--- config.mk ---
export PLATFORM = sky130hd
export DESIGN_NAME = pps_ctrl
export DESIGN_NICKNAME = d
export VERILOG_FILES = /design/src/pps_pkg.sv /design/src/pps_ctrl.sv
export SDC_FILE = /design/constraint.sdc
export NUM_CORES = 1
export LEC_CHECK = 0
export BUFFER_PORTS_ARGS = -buffer_cell sky130_fd_sc_hd__buf_2
export CELL_PAD_IN_SITES_DETAIL_PLACEMENT = 0
export CELL_PAD_IN_SITES_GLOBAL_PLACEMENT = 1
export CORE_ASPECT_RATIO = 1.2
export CORE_MARGIN = 3
export CORE_UTILIZATION = 35
export DETAILED_ROUTE_END_ITERATION = 8
export GPL_TIMING_DRIVEN = 0
export PLACE_DENSITY = 0.78
export SLEW_MARGIN = 10
export SYNTH_ARGS = -nofsm -noshare
export SYNTH_HDL_FRONTEND = slang
export SYNTH_SLANG_ARGS = --single-unit
--- constraint.sdc ---
create_clock -name clock -period 2.2 [get_ports clock]
set_clock_uncertainty 0.05 [all_clocks]
set_input_delay 0.22 -clock clock [delete_from_list [all_inputs] [get_ports clock]]
set_output_delay 0.22 -clock clock [all_outputs]
set_load 0.005 [all_outputs]
--- src/pps_pkg.sv ---
// ============================================================================
// pps_pkg
// Shared types and constants for the polygon plane splitter.
// ============================================================================
package pps_pkg;

   localparam int MAX_VERTS_DEF   = 16;
   localparam int COORD_WIDTH_DEF = 32;
   localparam int CSR_IDX_W       = 3;
   localparam int CSR_DATA_W      = 32;
   localparam int FRAC_W          = 16;

   // Configuration register indexes.
   localparam logic [CSR_IDX_W-1:0] CSR_NORMAL_X = 3'd0;
   localparam logic [CSR_IDX_W-1:0] CSR_NORMAL_Y = 3'd1;
   localparam logic [CSR_IDX_W-1:0] CSR_NORMAL_Z = 3'd2;
   localparam logic [CSR_IDX_W-1:0] CSR_ORIGIN_X = 3'd3;
   localparam logic [CSR_IDX_W-1:0] CSR_ORIGIN_Y = 3'd4;
   localparam logic [CSR_IDX_W-1:0] CSR_ORIGIN_Z = 3'd5;
   localparam logic [CSR_IDX_W-1:0] CSR_SIDE_TOL = 3'd6;
   localparam logic [CSR_IDX_W-1:0] CSR_ATTR     = 3'd7;

   // Reset values of the registers that do not reset to zero.
   localparam logic signed [31:0] NORMAL_X_RST = 32'sd65536;
   localparam logic [30:0]        SIDE_TOL_RST = 31'd66;

   // Number of vertex attributes held in the store.
   localparam int NUM_ATTR = 8;
   localparam int ATTR_LERP = 5;

   typedef struct packed {
      logic signed [31:0] pos_x;
      logic signed [31:0] pos_y;
      logic signed [31:0] pos_z;
      logic signed [31:0] tex_u;
      logic signed [31:0] tex_v;
      logic signed [31:0] norm_x;
      logic signed [31:0] norm_y;
      logic signed [31:0] norm_z;
      logic               last_vertex;
   } req_type;

   typedef struct packed {
      logic signed [31:0] out_x;
      logic signed [31:0] out_y;
      logic signed [31:0] out_z;
      logic signed [31:0] out_u;
      logic signed [31:0] out_v;
      logic signed [31:0] out_nx;
      logic signed [31:0] out_ny;
      logic signed [31:0] out_nz;
      logic               to_front;
      logic               to_back;
      logic               last_of_run;
   } rsp_type;

   typedef enum logic [3:0] {
      ST_LOAD,
      ST_RD_PREV,
      ST_DIST_PREV,
      ST_RD_CUR,
      ST_DIST_CUR,
      ST_CLASSIFY,
      ST_DIVIDE,
      ST_LERP,
      ST_EMIT_X,
      ST_EMIT_V,
      ST_NEXT
   } state_type;

   // Commands from the controller to the datapath.
   typedef struct packed {
      logic store_wr;      // write the accepted item into the store
      logic rd_prev;       // read store at the previous index
      logic rd_cur;        // read store at the current index
      logic dist_start;    // start a distance evaluation
      logic save_prev;     // latch distance/vertex of A
      logic div_start;     // start the crossing fraction divide
      logic lerp_start;    // start the interpolation
      logic load_x;        // load crossing result into output register
      logic load_v;        // load vertex result into output register
      logic last_flag;     // mark the loaded result as last of run
      logic shift_prev;    // current becomes previous
   } cmd_type;

   // Status from the datapath to the controller.
   typedef struct packed {
      logic dist_done;
      logic div_done;
      logic lerp_done;
      logic crossing;
   } sts_type;

endpackage

--- src/pps_ctrl.sv ---
// ============================================================================
// pps_ctrl
// Sequencer: loads vertices, then walks the polygon's edges.
// ============================================================================
module pps_ctrl #(
   parameter int MAX_VERTS = pps_pkg::MAX_VERTS_DEF
) (
   input  logic                          clock,
   input  logic                          reset,
   input  logic                          req_valid,
   output logic                          req_stall,
   input  logic                          req_last,
   output logic                          rsp_valid,
   input  logic                          rsp_stall,
   output pps_pkg::cmd_type              cmd,
   input  pps_pkg::sts_type              sts,
   output logic [$clog2(MAX_VERTS)-1:0]  wr_idx,
   output logic [$clog2(MAX_VERTS)-1:0]  rd_idx
);

   localparam int AW = $clog2(MAX_VERTS);
   localparam int CNTW = $clog2(MAX_VERTS + 1);

   pps_pkg::state_type state_ff, state_in;
   logic [CNTW-1:0] count_ff, count_in;
   logic [AW-1:0]   cur_ff, cur_in;
   logic            rsp_valid_ff, rsp_valid_in;
   logic            req_acc;
   logic            is_last_edge;
   logic            rd_d_ff;

   assign req_acc = req_valid && !req_stall;
   assign wr_idx  = count_ff[AW-1:0];
   assign is_last_edge = (CNTW'(cur_ff) == count_ff - 1'b1);
   assign rsp_valid = rsp_valid_ff;
   assign req_stall = (state_ff != pps_pkg::ST_LOAD);

   // Next state.
   always_comb begin
      state_in = state_ff;
      case (state_ff)
         pps_pkg::ST_LOAD: begin
            if (req_acc && req_last) begin
               if (count_ff != '0 || count_ff < CNTW'(MAX_VERTS)) begin
                  state_in = pps_pkg::ST_RD_PREV;
               end
            end
         end
         pps_pkg::ST_RD_PREV:   state_in = pps_pkg::ST_DIST_PREV;
         pps_pkg::ST_DIST_PREV: begin
            if (sts.dist_done) begin
               state_in = pps_pkg::ST_RD_CUR;
            end
         end
         pps_pkg::ST_RD_CUR:    state_in = pps_pkg::ST_DIST_CUR;
         pps_pkg::ST_DIST_CUR: begin
            if (sts.dist_done) begin
               state_in = pps_pkg::ST_CLASSIFY;
            end
         end
         pps_pkg::ST_CLASSIFY: begin
            if (!rsp_valid_ff || !rsp_stall) begin
               state_in = sts.crossing ? pps_pkg::ST_DIVIDE : pps_pkg::ST_EMIT_V;
            end
         end
         pps_pkg::ST_DIVIDE: begin
            if (sts.div_done) begin
               state_in = pps_pkg::ST_LERP;
            end
         end
         pps_pkg::ST_LERP: begin
            if (sts.lerp_done) begin
               state_in = pps_pkg::ST_EMIT_X;
            end
         end
         pps_pkg::ST_EMIT_X: begin
            if (!rsp_valid_ff || !rsp_stall) begin
               state_in = pps_pkg::ST_EMIT_V;
            end
         end
         pps_pkg::ST_EMIT_V: begin
            if (!rsp_valid_ff || !rsp_stall) begin
               state_in = pps_pkg::ST_NEXT;
            end
         end
         pps_pkg::ST_NEXT: begin
            state_in = is_last_edge ? pps_pkg::ST_LOAD : pps_pkg::ST_RD_CUR;
         end
         default: state_in = pps_pkg::ST_LOAD;
      endcase
   end

   // Outputs and counters.
   always_comb begin
      cmd          = '0;
      count_in     = count_ff;
      cur_in       = cur_ff;
      rsp_valid_in = rsp_valid_ff && rsp_stall;
      rd_idx       = cur_ff;
      case (state_ff)
         pps_pkg::ST_LOAD: begin
            if (req_acc) begin
               if (count_ff < CNTW'(MAX_VERTS)) begin
                  cmd.store_wr = 1'b1;
                  count_in     = count_ff + 1'b1;
               end
               cur_in = '0;
               if (req_last && count_ff == '0 && !(count_ff < CNTW'(MAX_VERTS))) begin
                  count_in = '0;
               end
            end
         end
         pps_pkg::ST_RD_PREV: begin
            rd_idx      = AW'(count_ff - 1'b1);
            cmd.rd_prev = 1'b1;
         end
         pps_pkg::ST_DIST_PREV: begin
            if (sts.dist_done) begin
               cmd.save_prev = 1'b1;
            end
         end
         pps_pkg::ST_RD_CUR: begin
            cmd.rd_cur = 1'b1;
         end
         pps_pkg::ST_CLASSIFY: begin
            if (state_in == pps_pkg::ST_DIVIDE) begin
               cmd.div_start = 1'b1;
            end
         end
         pps_pkg::ST_DIVIDE: begin
            if (sts.div_done) begin
               cmd.lerp_start = 1'b1;
            end
         end
         pps_pkg::ST_EMIT_X: begin
            if (!rsp_valid_ff || !rsp_stall) begin
               cmd.load_x   = 1'b1;
               rsp_valid_in = 1'b1;
            end
         end
         pps_pkg::ST_EMIT_V: begin
            if (!rsp_valid_ff || !rsp_stall) begin
               cmd.load_v    = 1'b1;
               cmd.last_flag = is_last_edge;
               rsp_valid_in  = 1'b1;
            end
         end
         pps_pkg::ST_NEXT: begin
            cmd.shift_prev = 1'b1;
            cur_in = cur_ff + 1'b1;
            if (is_last_edge) begin
               count_in = '0;
            end
         end
         default: ;
      endcase
      // A distance evaluation starts in the cycle after each store read.
      cmd.dist_start = rd_d_ff;
   end

   always_ff @(posedge clock) begin
      if (reset) begin
         state_ff     <= pps_pkg::ST_LOAD;
         count_ff     <= '0;
         cur_ff       <= '0;
         rsp_valid_ff <= 1'b0;
         rd_d_ff      <= 1'b0;
      end else begin
         state_ff     <= state_in;
         count_ff     <= count_in;
         cur_ff       <= cur_in;
         rsp_valid_ff <= rsp_valid_in;
         rd_d_ff      <= cmd.rd_prev | cmd.rd_cur;
      end
   end

   // The store never holds more vertices than it has entries.
   assert property (@(posedge clock) disable iff (reset)
      count_ff <= CNTW'(MAX_VERTS))
      else $error("vertex count exceeds store depth");

   // No input is taken while a polygon is being walked.
   assert property (@(posedge clock) disable iff (reset)
      (state_ff != pps_pkg::ST_LOAD) |-> !cmd.store_wr)
      else $error("store written during walk");

   // A result marked last is followed by the step that ends the walk.
   assert property (@(posedge clock) disable iff (reset)
      cmd.last_flag |=> (state_ff == pps_pkg::ST_NEXT))
      else $error("last result not followed by end of walk");

endmodule

**Yosys cells after proc, flatten, opt, wreduce, memory -nomap -nowiden**

Index checks and enable logic that the tools add are counted.
Widths: inputs -> output; s select.

- $add $sub $neg: 3
- $lt $le $gt $ge: 1
- Eq/ne operators: 15
- Muxes and demuxes: 38
- Bitwise operators: 1
- Reduce and logical (&&, ||, !) cells: 19

Operator list:

| operator | count |
|---|---|
| $mux 4 | 12 |
| $pmux 4 s11 | 1 |
| $eq 4x3->1 const B | 5 |
| $mux 5 | 4 |
| $mux 1 | 16 |
| $eq 4x4->1 const B | 3 |
| $pmux 5 s2 | 1 |
| $eq 4x2->1 const B | 2 |
| $pmux 4 s2 | 1 |
| $mux 2 | 3 |
| $add 5x1->5 const B | 1 |
| $eq 4x5->1 | 1 |
| $logic_and 1x1->1 | 5 |
| $logic_not 5->1 | 1 |
| $lt 5x5->1 const B | 1 |
| $reduce_bool 5->1 | 1 |
| $sub 5x1->5 const B | 1 |
| $add 4x1->4 const B | 1 |
| $eq 4x1->1 const B | 1 |
| $logic_not 1->1 | 4 |
| $logic_not 4->1 | 1 |
| $ne 2x2->1 const B | 2 |
| $reduce_and 4->1 | 1 |
| $reduce_bool 4->1 | 1 |
| 6 further kinds | 7 |

- Register bits: 15
- Input bits: 9
- Output and inout port bits: 21
- Logic and storage cells: 82

**Depth between registers and ports, before layout**

Gate-level depths: netlist of the first run.

- Depth after elaboration: 9
- Gate-level depth with buffers: 7
- Depth with buffers taken out: 7

**Least setup slack after synthesis of the first run**

OpenSTA, ideal clock, no wires.

- Path kind: reg2reg
- Start point: register count_ff[0]
- End point: register count_ff[2]
- Setup time: 0.128 ns
- Data arrival time: 1.602 ns
- Required time: 2.022 ns
- Slack: 0.420 ns
- Stages on the path, launching flop included: 8
- Buffers on the path: 0
- Period minus slack after synthesis: 1.780 ns
- Path through: dfxtp_1 -> inv_1 -> ha_1 -> xnor2_1 -> a211oi_1 -> o211ai_1 -> nor2_1 -> nor3_1

- Longest elaborated chain between the ends: 6
- Elaborated cells between the ends (all ways): 15
- Those cells by class: add/sub (2); order compare (1); eq/ne (3); mux (4); reduce/logical (5)

Ends and longest elaborated chain:

| what | line | RTL |
|---|---|---|
| start, declared | pps_ctrl.sv:25 | `logic [CNTW-1:0] count_ff, count_in;` |
| start signal, assigned | pps_ctrl.sv:170 | `count_ff <= count_in;` |
| branches (longest 6 deep; another with $sub 5x1->5) | - |  |

Several ways; the timed one is not identified. The select of a mux whose other input is x is not followed.
A chain may end at the register's enable or synchronous reset.

==> impl_results.md, run 1 <==
* Status: finished clean
* Min Tclk post-route at 2.08 ns
* Crit path launch type: flop
* CTS clock-pin slew for the worst setup and hold paths at 0.10 ns
* Netlist Area Pre-Place at 1120 sq um
* Worst path slowest cell: dfxtp_2
* Comb pwr share at 40.7%
* WS Path Type: reg -> out
* CTS Buf Count at 3
* Worst slew pin tran at 0.526 ns
* Yosys cell types at 49
* Die ar. at 3910 sq um
* CP Max Fanout at 7
* CTS sink cnt at 15
* Syn Inst Count at 145
* Worst EP required at 1.93 ns
* Pwr Total at 0.000789 W
* Fin. max-slew vios at 0
* Final setup fails at 0
* Sequential Power Share at 38.7%
* Post-synth EDFFs at 0
* Sw Share at 35.1%
* Internal power at 0.000512 W
* Async set-reset flop share out of synthesis at 0%
* DP Area at 1300 sq um
* Crit path largest cell delay at 0.40 ns
* Sequential area share after synthesis at 26.9%
* Placement Setup Slack at 0.0830 ns
* Synth top area share at 26.9%
* Syn avg cell area at 7.70 sq um
* CP bufs+invs at 2
* Clk_lat worst skew at 0.29 ns
* Fin util at 48.1%
* Final hold violations at 0
* Largest cells by area after synthesis: dfxtp_1 (27%), a21oi_1 (6.3%), nor2_1 (6.1%)
* Footprint of the multi-input gates at 742 sq um
* # Max-Cap Violations at 0
* Final #Nets at 196
* WL per Instance at 13.8 um
* Max VDD drop at 0.234 mV
* Routed wire length at 2.99 mm
* Final instance area at 1400 sq um
* Net Sw Power at 0.000277 W
* TritonCTS clock tree: done
* Core region area at 2920 sq um
* GPL Wtd Cong at 0.847
* Leak Pwr at 0.593 nW
* CP Cell Sequence: inv_1 > ha_4 > xnor2_1 > a211oi_2 > o211ai_1 > nor2b_1 > buf_2
* Root buf cell: clkbuf_4
* GRT Util Overall at 16.1%
* DRC at 0
* Final Cycle Share at 94.7%
* Crit path max-delay family: flip-flops
* Yosys reg bits at 15
* PortBufs at 28
* F_max at 480 MHz
* Initial antenna violation count at 0
* Largest area contributor in the netlist: dfxtp_1
* Data arrival time of the worst path at 1.81 ns
* Layout area overhead at 25.7%
* Max_slew headroom at 64.9%
* HP Class: in -> reg
* I/O pins at 30
* Post-route setup slack at 0.117 ns
* Commonest non-fill, non-tap cells in the layout: buf_2 (30), nor2_1 (18), a21oi_1 (14)
* DRT iter0 DRCs at 47
* Sequential cell area at 305 sq um
* Die width at 57.6 um
* Most common cell after layout, fill and taps aside: buf_2
* Post-DRT Antenna Nets at 0
* H-tree depth reported by CTS at 1
* Largest net degree at the start of global routing at 11
* Vias at 1166
* Global-route wire length before repair at 4.89 mm
* CP endpoint kind: output port
* Vias in the first global route at 1130
* CTS max path bufs at 2
* Pwr Density at 562 nW/um^2
* Via/cell ratio at 5.37
* N_diodes at 0
* GRT Residual Overflow at 0
* Synth Flop Type: dfxtp_1
* Fillcell total at 311
* Initial Util at 38.3%
* Rows at 21
* Syn Nets at 157
* Share of cells above drive strength 1 at 31.7%
* Dpl hpwl at 2.25 mm
* Die height at 67.9 um
* Clk pwr share at 20.6%
* DRT Pass-1 Iters at 4
* Yosys warns at 0
[stage by stage]
step,instances,setup TNS [ns],hold WS [ns]
after CTS,211,0,0.233
after global placement,207,0,0.479
after detailed placement,207,0,0.501
final,217,0,0.248
after floorplan,145,0,0.394
after global routing,217,-0.0124,0.243
[Yosys cell counts (2+ instances only)]
master / n
nor2b_1: 3
xor2_1: 3
nand2_1: 7
o211ai_1: 2
buf_4: 5
dfxtp_1: 15
ha_1: 3
xnor2_1: 4
clkbuf_1: 5
a21oi_1: 14
buf_2: 3
nand2b_1: 4
nor3_2: 2
o21ai_0: 4
nor4_1: 3
nor2_1: 18
a211oi_1: 2
a311oi_1: 2
nand3_1: 2
a31oi_1: 3
nor3_1: 8
inv_1: 6
[worst min-delay path, delay by kind of cell]
family / cells / cell delay, ns
compound gates: 2 / 0.22
buf+inv: 1 / 0.12
[worst paths after layout]
path	from	to	slack (ns)	depth (start not counted)
worst max-delay path	count_ff[1]$_SDFFE_PP0P_	cmd[1]	0.12	7
worst max register to register	state_ff[3]$_SDFF_PP0_	count_ff[0]$_SDFFE_PP0P_	0.39	7
worst min register to register	cur_ff[3]$_SDFFE_PP0P_	cur_ff[3]$_SDFFE_PP0P_	0.51	2
worst min-delay path	sts[1]	state_ff[0]$_SDFF_PP0_	0.25	3
[registers in the layout, indices dropped and copies added (netlist names)]
signal and flops:
count_ff 5, cur_ff 4, state_ff 4, rd_d_ff 1, rsp_valid 1
[power by group through the flow]
stage	Sequential, W	Clock, W	Combinational, W
floorplan	0.000307	0	0.000193
global placement	0.000312	0	0.000267
detailed placement	0.000313	0	0.000270
CTS	0.000309	0.000175	0.000288
global route	0.000308	0.000183	0.000356
finish	0.000305	0.000163	0.000321
[timing repair]
action                                  CTS  global route
pin swaps                                 1             2
resized for setup                         6             1
hold buffers                              0             0
endpoints found under the setup margin    2             2
buffers inserted                          0             6
[per-layer routing]
layer	share of wire (%)	GRT usage, %	wire length, um
met1	43	18.1	1280
met4	1.3	10.1	38
met5	0	0	0
met2	51	28.4	1510
met3	5.5	2.45	164
[cell type report]
type / instances / area share (%)
multi-input combinational: 110 / 52.9
sequential: 15 / 21.8
timing repair buffer: 34 / 13.2
buffer: 13 / 5.26
tap: 34 / 3.03
inverter: 7 / 1.87
clock buffer: 3 / 1.61
clock inverter: 1 / 0.357
[cells by family after synthesis]
logic type               after synthesis  synth area share, %
flip-flops                            15                 26.9
buffers and inverters                 20                 8.74
AO/OA/AOI/OAI                         35                 19.6
AND/OR/NAND/NOR                       62                 32.0
XOR/XNOR                               8                 7.51
adder cells (fa/ha/maj)                3                 3.36
multiplexers                           2                 1.91
(Power assumes the default switching activity.)
==> run 2: changes to the inputs <==
- MAX_ROUTING_LAYER: unset -> met4
- clock period: 2.2 -> 2.41 ns (I/O delays scaled with it)
==> run 2 against run 1 <==
Flip-flop and latch count stayed put. Clock power decreased by 9%. Worst setup slack improved by 0.055 ns. Hold slack better by 0.021 ns. Via count down 2.3%. Cell area shrank 4.5%. Sequential power is 7.9% lower. Critical path type unchanged. Largest power group is now registers.
==> impl_results.md, run 2 (synthesis results as in run 1) <==
* Worst hold stages at 3 (unchanged)
* TritonCTS clock tree: done
* # Max-Cap Violations at 0 (unchanged)
* Routed wire length at 2.87 mm (-4.0%)
* Placement Setup Slack at 0.272 ns (+0.189 ns)
* Final #Nets at 190 (-3.1%)
* Hold buffers post-CTS at 0 (unchanged)
* Commonest non-fill, non-tap cells in the layout: buf_2 (31), nor2_1 (18), a21oi_1 (14)
* Worst EP required at 2.12 ns (+0.19 ns)
* Crit path largest cell delay at 0.42 ns (+0.02 ns)
* Worst reg2reg path depth at 7 (unchanged)
* DRT Pass-1 Iters at 4 (unchanged)
* WL per Instance at 13.6 um (-1.2%)
* Setup TNS at 0 ns (unchanged)
* Worst path slowest cell: dfxtp_2
* Max reg flops at 5 (unchanged)
* Vias in the first global route at 1131 (+0.088%)
* Leak Pwr at 0.560 nW (-5.5%)
* Largest net degree at the start of global routing at 11 (unchanged)
* Setup repair after global routing missed its margin: no
* CP Max Fanout at 8 (+1)
* F_max at 447 MHz
* Core region area at 2920 sq um (unchanged)
* WS Path Type: reg -> out
* CP bufs+invs at 2 (unchanged)
* Root buf cell: clkbuf_4
* DRC at 0 (unchanged)
* Most flops, register: count_ff
* Fin util at 45.9% (-2.1 points)
* Dpl hpwl at 2.25 mm (unchanged)
* I/O pins at 30 (unchanged)
* Initial Util at 38.3% (unchanged)
* Global-route wire length before repair at 4.83 mm (-1.1%)
* Crit path max-delay family: flip-flops
* Pwr Density at 506 nW/um^2 (-10%)
* Rows at 21 (unchanged)
* CTS Buf Count at 3 (unchanged)
* Data arrival time of the worst path at 1.95 ns (+0.14 ns)
* Post-DRT Antenna Nets at 0 (unchanged)
* Post-CTS setup buffer count at 0 (unchanged)
* R2R setup slack at 0.52 ns (+0.13 ns)
* DRT iter0 DRCs at 47 (unchanged)
* Share of cells above drive strength 1 at 28.8% (-2.9 points)
* Largest regs: count_ff: 5 flops, cur_ff: 4 flops, state_ff: 4 flops
* Post-route setup slack at 0.172 ns (+0.0555 ns)
* Via/cell ratio at 5.40 (+0.46%)
* Layout area overhead at 20.1%
* GRT Residual Overflow at 0 (unchanged)
* Initial antenna violation count at 0 (unchanged)
* Final hold violations at 0 (unchanged)
* Max_slew headroom at 65.9% (+0.95 points)
* Die height at 67.9 um (unchanged)
* Clk_lat worst skew at 0.29 ns (about the same)
* Hold EP: state_ff[0]$_SDFF_PP0_
* RR Endpoint: count_ff[4]$_SDFFE_PP0P_
* GPL Wtd Cong at 0.860 (+1.6%)
* Worst slew pin tran at 0.512 ns (-0.0142 ns)
* CTS sink cnt at 15 (unchanged)
* Final setup fails at 0 (unchanged)
* Fin. max-slew vios at 0 (unchanged)
* Critical R2R Launch: count_ff[0]$_SDFFE_PP0P_
* CTS clock-pin slew for the worst setup and hold paths at 0.10 ns (about the same)
* CTS max path bufs at 2 (unchanged)
* Min Tclk post-route at 2.24 ns
* Vias at 1139 (-2.3%)
* Final Cycle Share at 92.9%
* Die width at 57.6 um (unchanged)
* CP Cell Sequence: inv_1 > ha_1 > xnor2_1 > a211oi_2 > o211ai_1 > nor2b_1 > buf_2
* CP endpoint kind: output port
* HP Class: in -> reg
* N_diodes at 0 (unchanged)
* Status: finished clean
* PortBufs at 28 (unchanged)
* Most common cell after layout, fill and taps aside: buf_2
* H-tree depth reported by CTS at 1 (unchanged)
* GRT Util Overall at 16.4% (+0.30 points)
* Crit path launch type: flop
* Max VDD drop at 0.226 mV (-3.3%)
* Hold path start: sts[1]
* Die ar. at 3910 sq um (unchanged)
run 2: where the power goes:
part / switching [W] / leakage (nW) / internal [W]
Clock: 0.0000860 / 0.0177 / 0.0000617
Sequential: 0.0000187 / 0.122 / 0.000263
Combinational: 0.000137 / 0.420 / 0.000112
Total: 0.000242 / 0.560 / 0.000436
run 2: worst register-to-register path: cells and delay by family, from the launching register on:
| family | cells | cell delay [ns] |
|---|---|---|
| simple gates | 2 | 0.33 |
| buf+inv | 1 | 0.08 |
| compound gates | 2 | 0.40 |
| fa+ha+maj | 1 | 0.34 |
| flops | 1 | 0.42 |
| xor+xnor | 1 | 0.15 |
run 2: metal layers:
| metal | GRT usage [%] | routed length [um] |
|---|---|---|
| met1 | 17.6 | 1250 |
| met2 | 28.4 | 1410 |
| met3 | 2.45 | 157 |
| met4 | 10.1 | 52 |
| met5 | - | 0 |
run 2: worst max-delay path by stage:
| stage | depth (start not counted) | endpoint | slack (ns) | startpoint |
|---|---|---|---|---|
| after global routing | 7 | cmd[1] | 0.03 | count_ff[0]$_SDFFE_PP0P_ |
| after detailed placement | 7 | cmd[1] | 0.27 | count_ff[0]$_SDFFE_PP0P_ |
| after floorplan | 6 | cmd[1] | 0.62 | count_ff[0]$_SDFFE_PP0P_ |
| after global placement | 7 | cmd[1] | 0.28 | count_ff[0]$_SDFFE_PP0P_ |
| final | 7 | cmd[1] | 0.17 | count_ff[0]$_SDFFE_PP0P_ |
| after CTS | 7 | cmd[1] | 0.03 | count_ff[1]$_SDFFE_PP0P_ |
run 2: final cells by class:
cell class	count	area [sq um]
Timing Repair Buffer	28	140
Sequential cell	15	303
Fill cell	318	1580
Buffer	13	71.3
Multi-Input combinational cell	110	729
Inverter	7	26.3
Clock inverter	1	5.00
Tap cell	34	42.5
Clock buffer	3	22.5
run 2: what timing repair did:
item / CTS / global route
resized for setup: 1 / 3
hold endpoints to repair: 0 / 0
pin swaps: 0 / 0
setup endpoints to repair: 1 / 2
run 2: metrics by stage:
step / cells / area, sq um / power [W] / hold WS, ns
after floorplan: 145 / 1120 / 0.000456 / 0.415
after global placement: 207 / 1300 / 0.000528 / 0.479
after detailed placement: 207 / 1300 / 0.000532 / 0.501
after CTS: 211 / 1330 / 0.000688 / 0.254
after global routing: 211 / 1340 / 0.000730 / 0.264
final: 211 / 1340 / 0.000678 / 0.269
==> run 3: changes to the inputs <==
--- a/constraint.sdc
+++ b/constraint.sdc
@@ -4,2 +4,2 @@
 set_output_delay 0.241 -clock clock [all_outputs]
-set_load 0.005 [all_outputs]
+set_load 0.1 [all_outputs]
==> run 3 against run 2 <==
Sequential share of layout area fell by 1.7 points. Core utilization increased by 5.6 points. Maximum frequency decreased by 3.3%. Wire length is 5.9% higher. Sequential power is 1% higher. Critical path depth shrank 3. Critical endpoint is now rd_idx[0]. Largest cell class unchanged.
==> impl_results.md, run 3 (synthesis results as in run 1) <==
* Final #Nets at 193 (+1.6%)
* CP Max Fanout at 10 (+2)
* Core region area at 2920 sq um (unchanged)
* Rows at 21 (unchanged)
* N_diodes at 0 (unchanged)
* Crit path largest cell delay at 0.45 ns (+0.03 ns)
* WS Path Type: reg -> out
* GRT Residual Overflow at 0 (unchanged)
* Initial antenna violation count at 0 (unchanged)
* Largest net degree at the start of global routing at 11 (unchanged)
* Final Cycle Share at 96.0% (+3.1 points)
* TritonCTS clock tree: done
* DRC at 0 (unchanged)
* CTS clock-pin slew for the worst setup and hold paths at 0.10 ns (about the same)
* Commonest non-fill, non-tap cells in the layout: buf_2 (27), nor2_1 (17), a21oi_1 (10), dfxtp_1 (10), buf_4 (9)
* Max reg flops at 5 (unchanged)
* CP endpoint kind: output port
* CTS sink cnt at 15 (unchanged)
* Routed wire length at 3.04 mm (+5.9%)
* Leak Pwr at 0.594 nW (+5.9%)
* Footprint of the multi-input gates at 831 sq um (+14%)
* Sequential cell area at 314 sq um (+3.7%)
* GPL Wtd Cong at 0.948 (+10%)
* Pwr Total at 0.000970 W (+43%)
* Fillcell total at 302 (-5.0%)
* PortBufs at 28 (unchanged)
* Most common cell after layout, fill and taps aside: buf_2
* Via/cell ratio at 5.49 (+1.7%)
* H-tree depth reported by CTS at 1 (unchanged)
* Die ar. at 3910 sq um (unchanged)
* CTS Buf Count at 3 (unchanged)
* Layout area overhead at 34.8%
* F_max at 432 MHz (-3.3%)
* Fin cells at 214 (+1.4%)
* Pwr Density at 645 nW/um^2 (+28%)
* Final setup fails at 0 (unchanged)
* HP Class: in -> reg
* Min Tclk post-route at 2.31 ns (+0.0759 ns)
* Most flops, register: count_ff
* Status: finished clean
* Max VDD drop at 0.566 mV (+150%)
* Post-DRT Antenna Nets at 0 (unchanged)
* Worst EP required at 2.12 ns (about the same)
* Largest regs: count_ff: 5 flops, cur_ff: 4 flops, state_ff: 4 flops
* CP bufs+invs at 2 (unchanged)
* Max_slew headroom at 59.9% (-5.9 points)
* DRT Pass-1 Iters at 4 (unchanged)
* Root buf cell: clkbuf_4
* Hold buffers post-CTS at 0 (unchanged)
* Initial Util at 38.3% (unchanged)
* Die width at 57.6 um (unchanged)
* Worst slew pin tran at 0.601 ns (+0.0892 ns)
* Share of cells above drive strength 1 at 38.9% (+10 points)
* Setup repair after global routing missed its margin: no
* CP Cell Sequence: clkbuf_4 > nor3_4 > mux2_2 > buf_2
* Die height at 67.9 um (unchanged)
* Global-route wire length before repair at 5.22 mm (+8.0%)
* # Max-Cap Violations at 0 (unchanged)
* Crit path max-delay family: buffers and inverters
* Worst path slowest cell: nor3_4
* Placed cells at 207 (unchanged)
* Vias at 1175 (+3.2%)
* I/O pins at 30 (unchanged)
* Final hold violations at 0 (unchanged)
* CTS max path bufs at 2 (unchanged)
* WL per Instance at 14.2 um (+4.4%)
* Data arrival time of the worst path at 2.02 ns (+0.07 ns)
* Vias in the first global route at 1144 (+1.1%)
* Clk_lat worst skew at 0.28 ns (about the same)
* Fin. max-slew vios at 0 (unchanged)
* GRT Util Overall at 17.5% (+1.1 points)
* Dpl hpwl at 2.38 mm (+5.5%)
* DRT iter0 DRCs at 41 (-13%)
* Crit path launch type: flop
-- run 3: changes by cell type in the layout (fill, tap and decap cells not counted), sizes merged --
cell,before,now
buf,36,38
clkbuf,8,10
clkinv,1,0
-- run 3: tightest hold or removal path, delay by kind of cell --
family | cells | cell delay [ns]
compound gates | 2 | 0.21
buf+inv | 1 | 0.12
-- run 3: power breakdown --
| group | internal [W] | total (W) | leakage, nW | switching [W] |
|---|---|---|---|---|
| Clock | 0.0000641 | 0.000146 | 0.0150 | 0.0000814 |
| Combinational | 0.000144 | 0.000540 | 0.454 | 0.000397 |
| Sequential | 0.000265 | 0.000285 | 0.125 | 0.0000200 |
| Total | 0.000472 | 0.000970 | 0.594 | 0.000498 |
-- run 3: path summary, 6_finish.rpt --
kind	start	endpoint	slack [ns]	depth (start not counted)
max	state_ff[2]$_SDFF_PP0_	rd_idx[0]	0.1	4
min	sts[1]	state_ff[0]$_SDFF_PP0_	0.29	3
max reg2reg	count_ff[0]$_SDFFE_PP0P_	count_ff[4]$_SDFFE_PP0P_	0.29	9
min reg2reg	count_ff[0]$_SDFFE_PP0P_	count_ff[0]$_SDFFE_PP0P_	0.45	1
-- run 3: final cells by class --
type | instances | area share (%)
inverter | 7 | 1.75
timing repair buffer | 31 | 12.1
tap | 34 | 2.83
multi-input combinational | 110 | 55.2
sequential | 15 | 20.9
clock buffer | 4 | 1.75
buffer | 13 | 5.41
-- run 3: per-layer routing --
layer	track usage, %	up-vias	share of wire [%]
met5	-	-	0
met4	7.83	0	1.9
met3	2.45	6	6.0
met2	29.9	40	50
met1	20.4	542	42
li1	-	587	-
-- run 3: metrics by stage --
stage | instance area (sq um) | TNS [ns] | hold slack [ns] | setup WS (ns) | util (%)
3_5_place_dp | 1410 | -0.161 | 0.489 | -0.161 | 48.3
2_1_floorplan | 1220 | -2.08 | 0.408 | -0.427 | -
3_3_place_gp | 1410 | -0.106 | 0.473 | -0.106 | 48.3
5_1_grt | 1500 | 0 | 0.293 | 0.00579 | 51.6
4_1_cts | 1470 | 0 | 0.278 | 0.00929 | 50.5
6_report | 1500 | 0 | 0.287 | 0.0962 | 51.6
-- run 3: what timing repair did --
action                                  in CTS  in global routing
setup buffers                                2                  1
endpoints found under the setup margin       2                  3
gates resized for setup                      9                  5
pin swaps                                    1                  1
